--- config.mk ---
export PLATFORM = sky130hd
export DESIGN_NAME = rspb_ctrl
export DESIGN_NICKNAME = d
export VERILOG_FILES = /design/src/design/rspb_pkg.sv /design/src/design/rspb_ctrl.sv
export SDC_FILE = /design/constraint.sdc
export NUM_CORES = 1
export LEC_CHECK = 0
export BUFFER_PORTS_ARGS = -buffer_cell sky130_fd_sc_hd__buf_2
export CORE_AREA = 2 2 39 41
export CTS_CLUSTER_DIAMETER = 50
export DETAILED_ROUTE_END_ITERATION = 16
export DIE_AREA = 0 0 41 43
export PLACE_DENSITY = 0.73
export SYNTH_ARGS = -nofsm -noshare
export SYNTH_HDL_FRONTEND = slang
export SYNTH_SLANG_ARGS = --single-unit
--- constraint.sdc ---
create_clock -name i_clk -period 1.8 [get_ports i_clk]
set_input_delay 0.45 -clock i_clk [delete_from_list [all_inputs] [get_ports i_clk]]
set_output_delay 0.45 -clock i_clk [all_outputs]
set_load 0.02 [all_outputs]
--- src/design/rspb_pkg.sv ---
// Shared types and constants for the run-length sprite blitter.
package rspb_pkg;

    localparam int SCREEN_WIDTH_DEF  = 160;
    localparam int SCREEN_HEIGHT_DEF = 168;

    localparam int S_TDATA_W = 80;
    localparam int M_TDATA_W = 16;

    localparam logic [3:0] PRIO_CTRL   = 4'h3;
    localparam logic [3:0] PRIO_BOTTOM = 4'h4;

    typedef enum logic [1:0] {
        OP_WRITE = 2'd0,
        OP_READ  = 2'd1,
        OP_CEL   = 2'd2,
        OP_RUN   = 2'd3
    } t_op;

    typedef enum logic {
        KIND_READ = 1'b0,
        KIND_CEL  = 1'b1
    } t_kind;

    typedef struct packed {
        logic pix_write;
        logic pix_read;
        logic cel_start;
        logic row_end;
        logic run_load;
        logic rd_cursor;
        logic rd_walk;
        logic save_real;
        logic plot;
        logic plot_chk;
        logic plot_bottom;
        logic step;
        logic push_read;
        logic push_done;
    } t_cmd;

    typedef struct packed {
        logic rows_zero;
        logic rows_one;
        logic run_zero;
        logic height_zero;
        logic count_zero;
        logic opaque;
        logic cursor_ok;
        logic q_next_ok;
        logic rd_ctrl;
        logic out_full;
    } t_sts;

endpackage

--- src/design/rspb_ctrl.sv ---
// Sequencer for pixel access, cel setup and run-length drawing.
module rspb_ctrl (
    input  logic           i_clk,
    input  logic           i_rst_n,
    input  logic           i_s_tvalid,
    output logic           o_s_tready,
    input  rspb_pkg::t_op  i_op,
    input  rspb_pkg::t_sts i_sts,
    output rspb_pkg::t_cmd o_cmd,
    output logic           o_accept
);
    import rspb_pkg::*;

    typedef enum logic [3:0] {
        S_IDLE,
        S_PWR,
        S_PRD,
        S_PRD_OUT,
        S_CEL,
        S_RUN,
        S_PIX,
        S_CHK,
        S_WALK,
        S_DONE
    } t_state;

    t_state r_state, n_state;
    logic   r_ready;
    t_cmd   w_cmd;

    assign o_accept   = i_s_tvalid && r_ready;
    assign o_s_tready = r_ready;
    assign o_cmd      = w_cmd;

    always_comb begin
        n_state = r_state;
        w_cmd   = '0;
        unique case (r_state)
            S_IDLE: begin
                if (o_accept) begin
                    unique case (i_op)
                        OP_WRITE: n_state = S_PWR;
                        OP_READ:  n_state = S_PRD;
                        OP_CEL:   n_state = S_CEL;
                        OP_RUN:   n_state = S_RUN;
                        default:  n_state = S_IDLE;
                    endcase
                end
            end
            S_PWR: begin
                w_cmd.pix_write = 1'b1;
                n_state         = S_IDLE;
            end
            S_PRD: begin
                w_cmd.pix_read = 1'b1;
                n_state        = S_PRD_OUT;
            end
            S_PRD_OUT: begin
                if (!i_sts.out_full) begin
                    w_cmd.push_read = 1'b1;
                    n_state         = S_IDLE;
                end
            end
            S_CEL: begin
                w_cmd.cel_start = 1'b1;
                n_state         = i_sts.height_zero ? S_DONE : S_IDLE;
            end
            S_RUN: begin
                if (i_sts.rows_zero) begin
                    n_state = S_IDLE;
                end else if (i_sts.run_zero) begin
                    w_cmd.row_end = 1'b1;
                    n_state       = i_sts.rows_one ? S_DONE : S_IDLE;
                end else begin
                    w_cmd.run_load = 1'b1;
                    n_state        = S_PIX;
                end
            end
            S_PIX: begin
                if (i_sts.count_zero) begin
                    n_state = S_IDLE;
                end else if (i_sts.opaque && i_sts.cursor_ok) begin
                    w_cmd.rd_cursor = 1'b1;
                    n_state         = S_CHK;
                end else begin
                    w_cmd.step = 1'b1;
                end
            end
            S_CHK: begin
                w_cmd.save_real = 1'b1;
                if (!i_sts.rd_ctrl) begin
                    w_cmd.plot     = 1'b1;
                    w_cmd.plot_chk = 1'b1;
                    w_cmd.step     = 1'b1;
                    n_state        = S_PIX;
                end else if (i_sts.q_next_ok) begin
                    w_cmd.rd_walk = 1'b1;
                    n_state       = S_WALK;
                end else begin
                    w_cmd.plot        = 1'b1;
                    w_cmd.plot_chk    = 1'b1;
                    w_cmd.plot_bottom = 1'b1;
                    w_cmd.step        = 1'b1;
                    n_state           = S_PIX;
                end
            end
            S_WALK: begin
                if (!i_sts.rd_ctrl) begin
                    w_cmd.plot = 1'b1;
                    w_cmd.step = 1'b1;
                    n_state    = S_PIX;
                end else if (i_sts.q_next_ok) begin
                    w_cmd.rd_walk = 1'b1;
                end else begin
                    w_cmd.plot        = 1'b1;
                    w_cmd.plot_bottom = 1'b1;
                    w_cmd.step        = 1'b1;
                    n_state           = S_PIX;
                end
            end
            S_DONE: begin
                if (!i_sts.out_full) begin
                    w_cmd.push_done = 1'b1;
                    n_state         = S_IDLE;
                end
            end
            default: n_state = S_IDLE;
        endcase
    end

    always_ff @(posedge i_clk) begin
        if (!i_rst_n) begin
            r_state <= S_IDLE;
            r_ready <= 1'b0;
        end else begin
            r_state <= n_state;
            r_ready <= (n_state == S_IDLE);
        end
    end

endmodule

==> results.md, run 1 <==
- Status: finished with violations
- Failing checks: setup timing
- Clock sink count: 5
- Drt via density: 5.15
- Post-Synth Adder-Cell Area: 0.0721
- Worst min path class: input port to flip-flop
- N_diodes: 0
- Yosys cell types: 29
- Worst setup EP type: output port
- FF+latch count, synth: 5
- Initial Utilization: 0.376
- Crit path from: r_state[2]
- Detail-routed net length per standard cell: 12.4 µm
- CP max FO: 7
- Vias: 649
- Port bufs: 30
- Slew Limit Fails: 0
- P per Cell Area: 440 nW/µm²
- DRC viols: 0
- Top post-synthesis cells by area: dfxtp_1, nor2_1, ha_1
- Worst Path Arrival: 1.39 ns
- CTS Buf Count: 3
- Post-synth top area share: 0.192
- Synth Area in Compound Gates: 0.0817
- Worst VDD drop: 0.239 mV
- Core area: 1380 µm²
- Post-synthesis mux area share: 0
- Fmax: 543 MHz
- Grt total ovfl: 0
- Die area: 1760 µm²
- Initial antenna violation count: 0
- CTS tree: built
- H-tree depth: 1
- Kind of critical path: flip-flop to output port
- Routed Wire Length: 1.56 mm
- Crit Reg-Reg Endpoint: o_s_tready
- Cell Area, Synth: 520 µm²
- Main combinational cell family by area after synthesis: simple AND/OR/NAND/NOR gates
- CTS root buf: clkbuf_4
- Leak: 0.448 nW
- Worst Hold Endpoint: r_state[3]
- Most common cell after layout, fill and taps aside: buf_2
- Setup violators final: 2
- Final Hold Fails: 0
- Total placed instance area: 701 µm²
- R2R cell count: 7
- Xor/xnor share of the synthesized area: 0
- Clk slew on worst S/H paths: 0.04 ns
- Fraction of layout cells with a size suffix above 1: 0.600
- Register area share after synthesis: 0.192
- CP required: 1.35 ns
- Synthesis-to-finish area growth: 67.8%
- RSZ-0062 raised after global routing: yes
- Final setup margin: -0.0401 ns
- Worst r2r src: r_state[3]
- Hold path startpoint: i_rst_n
- ANT nets after route: 0
- Finished layout cell area: 873 µm²
- Most frequent cells in the layout: buf_2, buf_4, nor2_1
- Drt pass-1 iters: 4
- Final min period: 1.84 ns
- Total GRT Usage: 0.168
- DR iter-0 viols: 14
- Clock tree buffer depth: 2
- Synth area leader: dfxtp_1
- Ys Warns: 0
- Filler cells: 115
- Vias in the first global route: 560
- Clk_skew: 0.00141 ns
- Final hold slack: 0.501 ns
- Routability cong.: 0.689
- Clk_lat worst skew: 0.24 ns
- Gate Count Post-Synth: 68
- Nets@finish: 129
- Final HPWL DP: 1.11 mm
- Slew margin rel.: 0.785
- Synth Area per Inst: 7.65 µm²
- Largest net degree at the start of global routing: 10
- Startpoint types: flip-flop
- R2r setup slk: 0.25 ns
- Num rows: 14
- Die height: 43 µm
- Die width: 41 µm
- First-pass GRT wire length: 2.06 mm
- Post-Synth Simple-Gate Area: 0.570
- CP peak stage delay: 0.36 ns
- Top-level I/O count: 31
- Hold path depth: 3
- Worst-Margin Slew: 0.320 ns
- Syn_nets: 86
- Max-cap violation count: 0
- Period utilization: 1.02
- CP Cell Sequence: and4b_4 > o21ai_4 > inv_2 > a41o_1 > buf_6
- CP max stage cell: dfxtp_4
power breakdown:
part / total (W) / internal, W / switching (W)
Clock: 0.000127 / 0.0000836 / 0.0000434
Sequential: 0.000128 / 0.000118 / 0.00000965
Combinational: 0.000129 / 0.0000556 / 0.0000738
sequential cells by signal, indices dropped and copies added (netlist names):
name and flops:
o_s_tready 1, r_state 4
cell families (layout without fill, tap and decap cells):
| logic type | count (synthesis) | count (layout) |
|---|---|---|
| simple gates | 44 | 44 |
| buf+inv | 10 | 52 |
| compound gates | 6 | 6 |
| flops | 5 | 5 |
| fa+ha+maj | 3 | 3 |
worst max-delay path, delay by kind of cell (launching register included):
| family | cells | cell delay [ns] |
|---|---|---|
| compound gates | 2 | 0.38 |
| flops | 1 | 0.36 |
| simple gates | 1 | 0.23 |
| buf+inv | 2 | 0.18 |
layer usage:
| metal | share of wire | vias to the layer above | GRT usage | wire, µm |
|---|---|---|---|---|
| met2 | 0.52 | 30 | 0.313 | 819 |
| met3 | 0.069 | 4 | 0.0314 | 108 |
| met1 | 0.38 | 296 | 0.156 | 600 |
| met5 | 0 | - | 0 | 0 |
| met4 | 0.022 | 0 | 0.0867 | 34 |
| li1 | - | 319 | - | - |
how the worst max path moves through the flow:
stage | endpoint | slack [ns] | cells past startpoint
after global placement | o_cmd[2] | 0.17 | 5
after floorplan | o_s_tready | 0.08 | 6
after global routing | o_cmd[2] | -0.08 | 5
final | o_cmd[2] | -0.04 | 5
after CTS | o_cmd[2] | -0.04 | 5
after detailed placement | o_cmd[2] | 0.12 | 5
layout make-up:
type,count,area (µm²),area share
Inverter,7,26.3,0.0301
Tap cell,16,20.0,0.0229
Multi-Input combinational cell,53,429,0.491
Clock buffer,4,26.3,0.0301
Sequential cell,5,113,0.129
Timing Repair Buffer,41,259,0.297
through the flow:
step	total power [W]	setup TNS, ns	std cells	util	worst slack, ns
2_1_floorplan	0.000201	0	68	-	0.0815
3_3_place_gp	0.000240	0	114	0.506	0.165
3_5_place_dp	0.000243	0	114	0.506	0.123
4_1_cts	0.000379	-0.0827	120	0.573	-0.0435
5_1_grt	0.000416	-0.268	126	0.631	-0.0840
6_report	0.000384	-0.0425	126	0.631	-0.0401
Yosys cell counts, drive strengths merged:
cell type,n
and4b,1
nand3,2
o21ai,1
a21oi,2
or2b,1
ha,3
buf,3
dfxtp,5
nor3b,2
nor4b,2
nor4,2
inv,7
a41o,1
nand2b,3
and2b,1
and2,2
a22oi,1
nand4b,1
nand3b,2
nand2,3
and3,1
nor3,5
nor2,16
o22ai,1
timing repair:
action                                 4_1_cts  5_1_grt
endpoints found under the hold margin        0        0
gates resized for setup                     15       11
hold buffers                                 0        0
setup buffers                                2        6
setup endpoints to repair                    8        8
pin swaps                                    4        6
(Power assumes the default switching activity.)
==> run 2, diff against run 1 <==
Settings changed: SKIP_LAST_GASP set to 1.
Clock period 1.8 ns to 2.35 ns, I/O delays scaled along.
==> run 2 against run 1 <==
Effect of this change: the flow now finishes without violations; power decreased by 26%; register-to-register slack improved by 0.58 ns; design area decreased by 20%; combinational power decreased by 40%; global-route usage decreased by 1.8 points; core utilization decreased by 13 points; sequential power decreased by 20%; clock power decreased by 17%; via count decreased by 13%; sequential share of layout area increased by 1.4 points; critical endpoint is now o_cmd[3]; largest cell class unchanged; largest power group is now the clock network; highest routed layer unchanged.
==> results.md, run 2 (synthesis results as in run 1) <==
- Clock network power share: 0.369
- Port bufs: 30
- Clk_lat worst skew: 0.26 ns
- DR iter-0 viols: 4
- Crit Reg-Reg Endpoint: o_s_tready
- ANT nets after route: 0
- CP required: 1.76 ns
- Slew Limit Fails: 0
- Final Hold Fails: 0
- Vias: 564
- Flop pwr share: 0.360
- Num rows: 14
- Max FFs per register: 4
- Leak: 0.379 nW
- CTS Hold Buffers Added: 0
- Top-level I/O count: 31
- Logic pwr share: 0.271
- R2r setup slk: 0.83 ns
- R2R cell count: 5
- Fraction of layout cells with a size suffix above 1: 0.444
- Worst Hold Endpoint: r_state[3]
- Non-Filler Instances: 115
- Most frequent cells in the layout: buf_2, nor2_1, inv_1
- Largest net degree at the start of global routing: 11
- Grt total ovfl: 0
- Worst VDD drop: 0.303 mV
- Die width: 41 µm
- Finished layout cell area: 699 µm²
- Post-CTS setup buffers: 0
- Setup violators final: 0
- Slew margin rel.: 0.742
- Power Internal: 0.000190 W
- Worst min path class: input port to flip-flop
- CTS tree: built
- Final HPWL DP: 1.06 mm
- DRC viols: 0
- Startpoint types: flip-flop
- Switching portion of total power: 0.332
- N_diodes: 0
- Filler cells: 146
- Initial Utilization: 0.376
- CP max FO: 9
- Max-cap violation count: 0
- Core area: 1380 µm²
- P per Cell Area: 406 nW/µm²
- Final min period: 2.14 ns
- Die height: 43 µm
- Vias in the first global route: 483
- Clock sink count: 5
- CTS root buf: clkbuf_4
- Largest reg by FF count: r_state
- Status: completed
- H-tree depth: 1
- Drt pass-1 iters: 2
- Hold path depth: 3
- First-pass GRT wire length: 1.78 mm
- Total GRT Usage: 0.151
- Clock tree buffer depth: 2
- Synthesis-to-finish area growth: 34.4%
- Hold path startpoint: i_rst_n
- Aggregate negative setup slack: 0 ns
- Placed insts: 111
- P_sw: 0.0000940 W
- Most common cell after layout, fill and taps aside: buf_2
- Die area: 1760 µm²
- Post-CTS resize count: 0
- Period utilization: 0.909
- Kind of critical path: flip-flop to output port
- RSZ-0062 raised after global routing: no
- Clk_skew: 0.00843 ns
- Detail-routed net length per standard cell: 10.9 µm
- Worst r2r src: r_state[1]
- Routed Wire Length: 1.25 mm
- Routability cong.: 0.743
- Drt via density: 4.90
- Nets@finish: 118
- Initial antenna violation count: 0
- Crit path from: r_state[2]
- Total placed instance area: 673 µm²
- Worst Path Arrival: 1.55 ns
- Clk slew on worst S/H paths: 0.05 ns
- Fmax: 468 MHz
- Worst setup EP type: output port
- CTS Buf Count: 3
- Worst-Margin Slew: 0.386 ns
## run 2: changes by cell type in the layout (fill, tap and decap cells not counted), sizes merged
cell / change
buf: -11
## run 2: layout make-up
cell class	count	area [µm²]	area share
Multi-Input combinational cell	53	377	0.538
Timing Repair Buffer	30	150	0.215
Sequential cell	5	100	0.143
Clock buffer	4	26.3	0.0376
Inverter	7	26.3	0.0376
Tap cell	16	20.0	0.0286
## run 2: through the flow
step	utilization	power (W)	worst slack, ns	hold slack (ns)
3_5_place_dp	0.486	0.000181	0.443	0.778
5_1_grt	0.505	0.000300	0.136	0.644
3_3_place_gp	0.486	0.000180	0.456	0.758
2_1_floorplan	-	0.000154	0.375	0.734
6_report	0.505	0.000284	0.215	0.629
4_1_cts	0.505	0.000284	0.216	0.628
## run 2: power by group through the flow
stage	clock, W	combinational (W)	sequential [W]
5_1_grt	0.000111	0.0000864	0.000103
3_5_place_dp	0	0.0000773	0.000104
2_1_floorplan	0	0.0000551	0.0000987
6_report	0.000105	0.0000769	0.000102
4_1_cts	0.000104	0.0000775	0.000102
3_3_place_gp	0	0.0000764	0.000103
## run 2: worst max path at each step
stage / end / depth (start not counted) / slack (ns)
after floorplan: o_cmd[3] / 4 / 0.38
after global placement: o_cmd[8] / 5 / 0.46
after detailed placement: o_cmd[8] / 5 / 0.44
after CTS: o_cmd[3] / 4 / 0.22
after global routing: o_cmd[3] / 4 / 0.14
final: o_cmd[3] / 4 / 0.21
## run 2: routing by layer
layer / global-route usage / routed length (µm)
met5: 0 / 0
met4: 0.100 / 25
met3: 0.0314 / 105
met2: 0.269 / 628
met1: 0.139 / 494
## run 2: worst max-delay path, stage by stage, from the launching register on
cell and delay (ns):
dfxtp_1 0.53, and4b_4 0.33, nor2_1 0.06, nor3b_1 0.18, buf_2 0.19
==> run 3, diff against run 2 <==
Settings changed: ABC_AREA set to 1, CORE_AREA 2 2 39 41 to unset, CORE_MARGIN set to 2, CORE_UTILIZATION set to 47, DIE_AREA 0 0 41 43 to unset, PLACE_DENSITY 0.73 to 0.82.
==> run 3 against run 2 <==
Effect of this change: final cell count increased by 33%; sequential power grew 11%; sequential share of layout area fell by 1.9 points; critical path type unchanged.
==> results.md, run 3 <==
- Status: completed
- Syn_nets: 122
- Xor/xnor share of the synthesized area: 0
- Top-level I/O count: 31
- CP max FO: 7
- Aggregate negative setup slack: 0 ns
- Top post-synthesis cells by area: dfxtp_1, nand2_1, inv_1
- Clock network power share: 0.256
- Clock tree buffer depth: 2
- Flop pwr share: 0.298
- CTS tree: built
- Period utilization: 0.850
- Synthesis-to-finish area growth: 31.9%
- Kind of critical path: flip-flop to output port
- R2r setup slk: 1.04 ns
- Worst Path Arrival: 1.41 ns
- Worst-Margin Slew: 0.300 ns
- Clk slew on worst S/H paths: 0.04 ns
- Gate Count Post-Synth: 104
- R2R cell count: 8
- Leak: 0.550 nW
- Initial Utilization: 0.489
- Power Internal: 0.000221 W
- Clock sink count: 5
- Slew Limit Fails: 0
- DR iter-0 viols: 17
- Worst r2r src: r_state[1]
- Final min period: 2.00 ns
- DRC viols: 0
- Clk_skew: 0.00140 ns
- Clk_lat worst skew: 0.24 ns
- Main combinational cell family by area after synthesis: simple AND/OR/NAND/NOR gates
- Fraction of registers with async set/reset: 0
- Total GRT Usage: 0.206
- H-tree depth: 1
- Finished Core Util: 0.644
- Top Usage Layer GRT: met2
- Worst setup EP type: output port
- Fmax: 501 MHz
- Largest net degree at the start of global routing: 8
- Finished layout cell area: 807 µm²
- CTS Hold Buffers Added: 0
- GRT met2 Usage: 0.347
- Post-CTS resize count: 0
- Final HPWL DP: 1.26 mm
- Fraction of layout cells with a size suffix above 1: 0.428
- Worst min path class: input port to flip-flop
- Hold path depth: 3
- Vias in the first global route: 610
- Post-synthesis mux area share: 0
- Nets@finish: 157
- Port bufs: 30
- Num rows: 13
- Vias: 747
- Final Hold Fails: 0
- Die area: 1610 µm²
- Startpoint types: flip-flop
- First-pass GRT wire length: 2.28 mm
- Post-Synth Adder-Cell Area: 0.0613
- Initial antenna violation count: 0
- CTS root buf: clkbuf_4
- Drt via density: 4.88
- Routed Wire Length: 1.45 mm
- Synth top cells by count: nand2_1, inv_1, nor2_1
- Synth Area per Inst: 5.88 µm²
- Crit Reg-Reg Endpoint: o_s_tready
- ANT nets after route: 0
- Slew margin rel.: 0.800
- Filler cells: 122
- Die height: 40.1 µm
- CTS Buf Count: 3
- Routability cong.: 0.779
- CP required: 1.76 ns
- Ys Warns: 0
- Detail-routed net length per standard cell: 9.45 µm
- P_sw: 0.000159 W
- Post-synth EDFFs: 0
- Synth Area in Compound Gates: 0.0286
- FF+latch count, synth: 5
- Dominant cell by count in the synthesized netlist: nand2_1
- Routing usage on met1: 0.252
- Most used DFF post-synth: dfxtp_1
- Post-synth top area share: 0.164
- Largest delay contributor family on the critical path: simple AND/OR/NAND/NOR gates
- Switching portion of total power: 0.419
- N_diodes: 0
- Most common cell after layout, fill and taps aside: buf_2
- Hold path startpoint: i_rst_n
- Die width: 40.1 µm
- RSZ-0062 raised after global routing: no
- Grt total ovfl: 0
- Cell Area, Synth: 612 µm²
- CP Buf/Inv Count: 1
- CP peak stage delay: 0.37 ns
- Register area share after synthesis: 0.164
- Drt pass-1 iters: 4
- Most frequent cells in the layout: buf_2, nand2_1, inv_1
- Total placed instance area: 781 µm²
- Setup violators final: 0
- P per Cell Area: 471 nW/µm²
- Met3 global-route usage: 0.0278
- Max-cap violation count: 0
- Post-Synth Simple-Gate Area: 0.611
- Yosys cell types: 17
- Post-CTS setup buffers: 0
- Worst VDD drop: 0.315 mV
- Cell with the most instances on the worst path: nand2_1
- Worst Hold Endpoint: r_state[0]
- Max FFs per register: 4
- Synth area leader: dfxtp_1
- Logic pwr share: 0.446
- Critical path depth: 6
- CP Cell Sequence: nor2_2 > nand2_1 > nand2_2 > nand2_1 > nor2_1 > buf_2
- CP max stage cell: dfxtp_1
- Largest reg by FF count: r_state
- Core area: 1250 µm²
run 3: cell count changes in the layout (fill, tap and decap cells not counted), moves of 4 or more:
cell,before,now
inv_2,0,5
inv_1,7,17
nand2_1,3,26
nor2_4,0,5
nand3_1,2,6
nor2_2,0,9
run 3: how the worst max path moves through the flow:
stage | slack (ns) | start | end
floorplan | 0.52 | i_sts[5] | o_cmd[2]
global placement | 0.56 | i_sts[5] | o_cmd[2]
detailed placement | 0.52 | i_sts[5] | o_cmd[8]
CTS | 0.35 | r_state[1] | o_cmd[3]
global route | 0.22 | r_state[1] | o_cmd[2]
finish | 0.35 | r_state[1] | o_cmd[3]
run 3: worst reg2reg max path: stages, from the launching register on:
cell	delay, ns
dfxtp_1	0.46
nor2_2	0.13
nand3_1	0.11
nor2_1	0.04
nor2_1	0.16
nand2_1	0.09
nor2_2	0.08
nand2_1	0.06
nor2_1	0.10
run 3: cell families after synthesis:
family	after synthesis
flip-flops	5
adder cells (fa/ha/maj)	3
buffers and inverters	22
AND/OR/NAND/NOR	71
AO/OA/AOI/OAI	3
run 3: layout make-up:
class | count | area [µm²] | share of cell area
multi-input cells | 77 | 429 | 0.532
repair buffers | 30 | 150 | 0.186
inverters | 22 | 82.6 | 0.102
flip-flops and latches | 5 | 100 | 0.124
clock buffers | 4 | 26.3 | 0.0326
well taps | 15 | 18.8 | 0.0233
run 3: metal layers:
layer | routed length, µm | vias up
li1 | - | 381
met1 | 552 | 337
met2 | 792 | 27
met3 | 87 | 2
met4 | 13 | 0
met5 | 0 | -
run 3: power groups by stage:
stage | clock network [W] | logic (W) | registers [W]
6_report | 0.0000974 | 0.000169 | 0.000113
5_1_grt | 0.000111 | 0.000192 | 0.000115
4_1_cts | 0.000102 | 0.000170 | 0.000113
3_5_place_dp | 0 | 0.000169 | 0.000115
3_3_place_gp | 0 | 0.000164 | 0.000114
2_1_floorplan | 0 | 0.000112 | 0.000120
run 3: through the flow:
| step | instances | worst slack, ns | hold slack, ns | power [W] |
|---|---|---|---|---|
| finish | 153 | 0.352 | 0.629 | 0.000380 |
| global route | 153 | 0.223 | 0.684 | 0.000418 |
| CTS | 153 | 0.347 | 0.627 | 0.000385 |
| detailed placement | 149 | 0.521 | 0.717 | 0.000284 |
| global placement | 149 | 0.557 | 0.716 | 0.000278 |
| floorplan | 104 | 0.523 | 0.663 | 0.000232 |
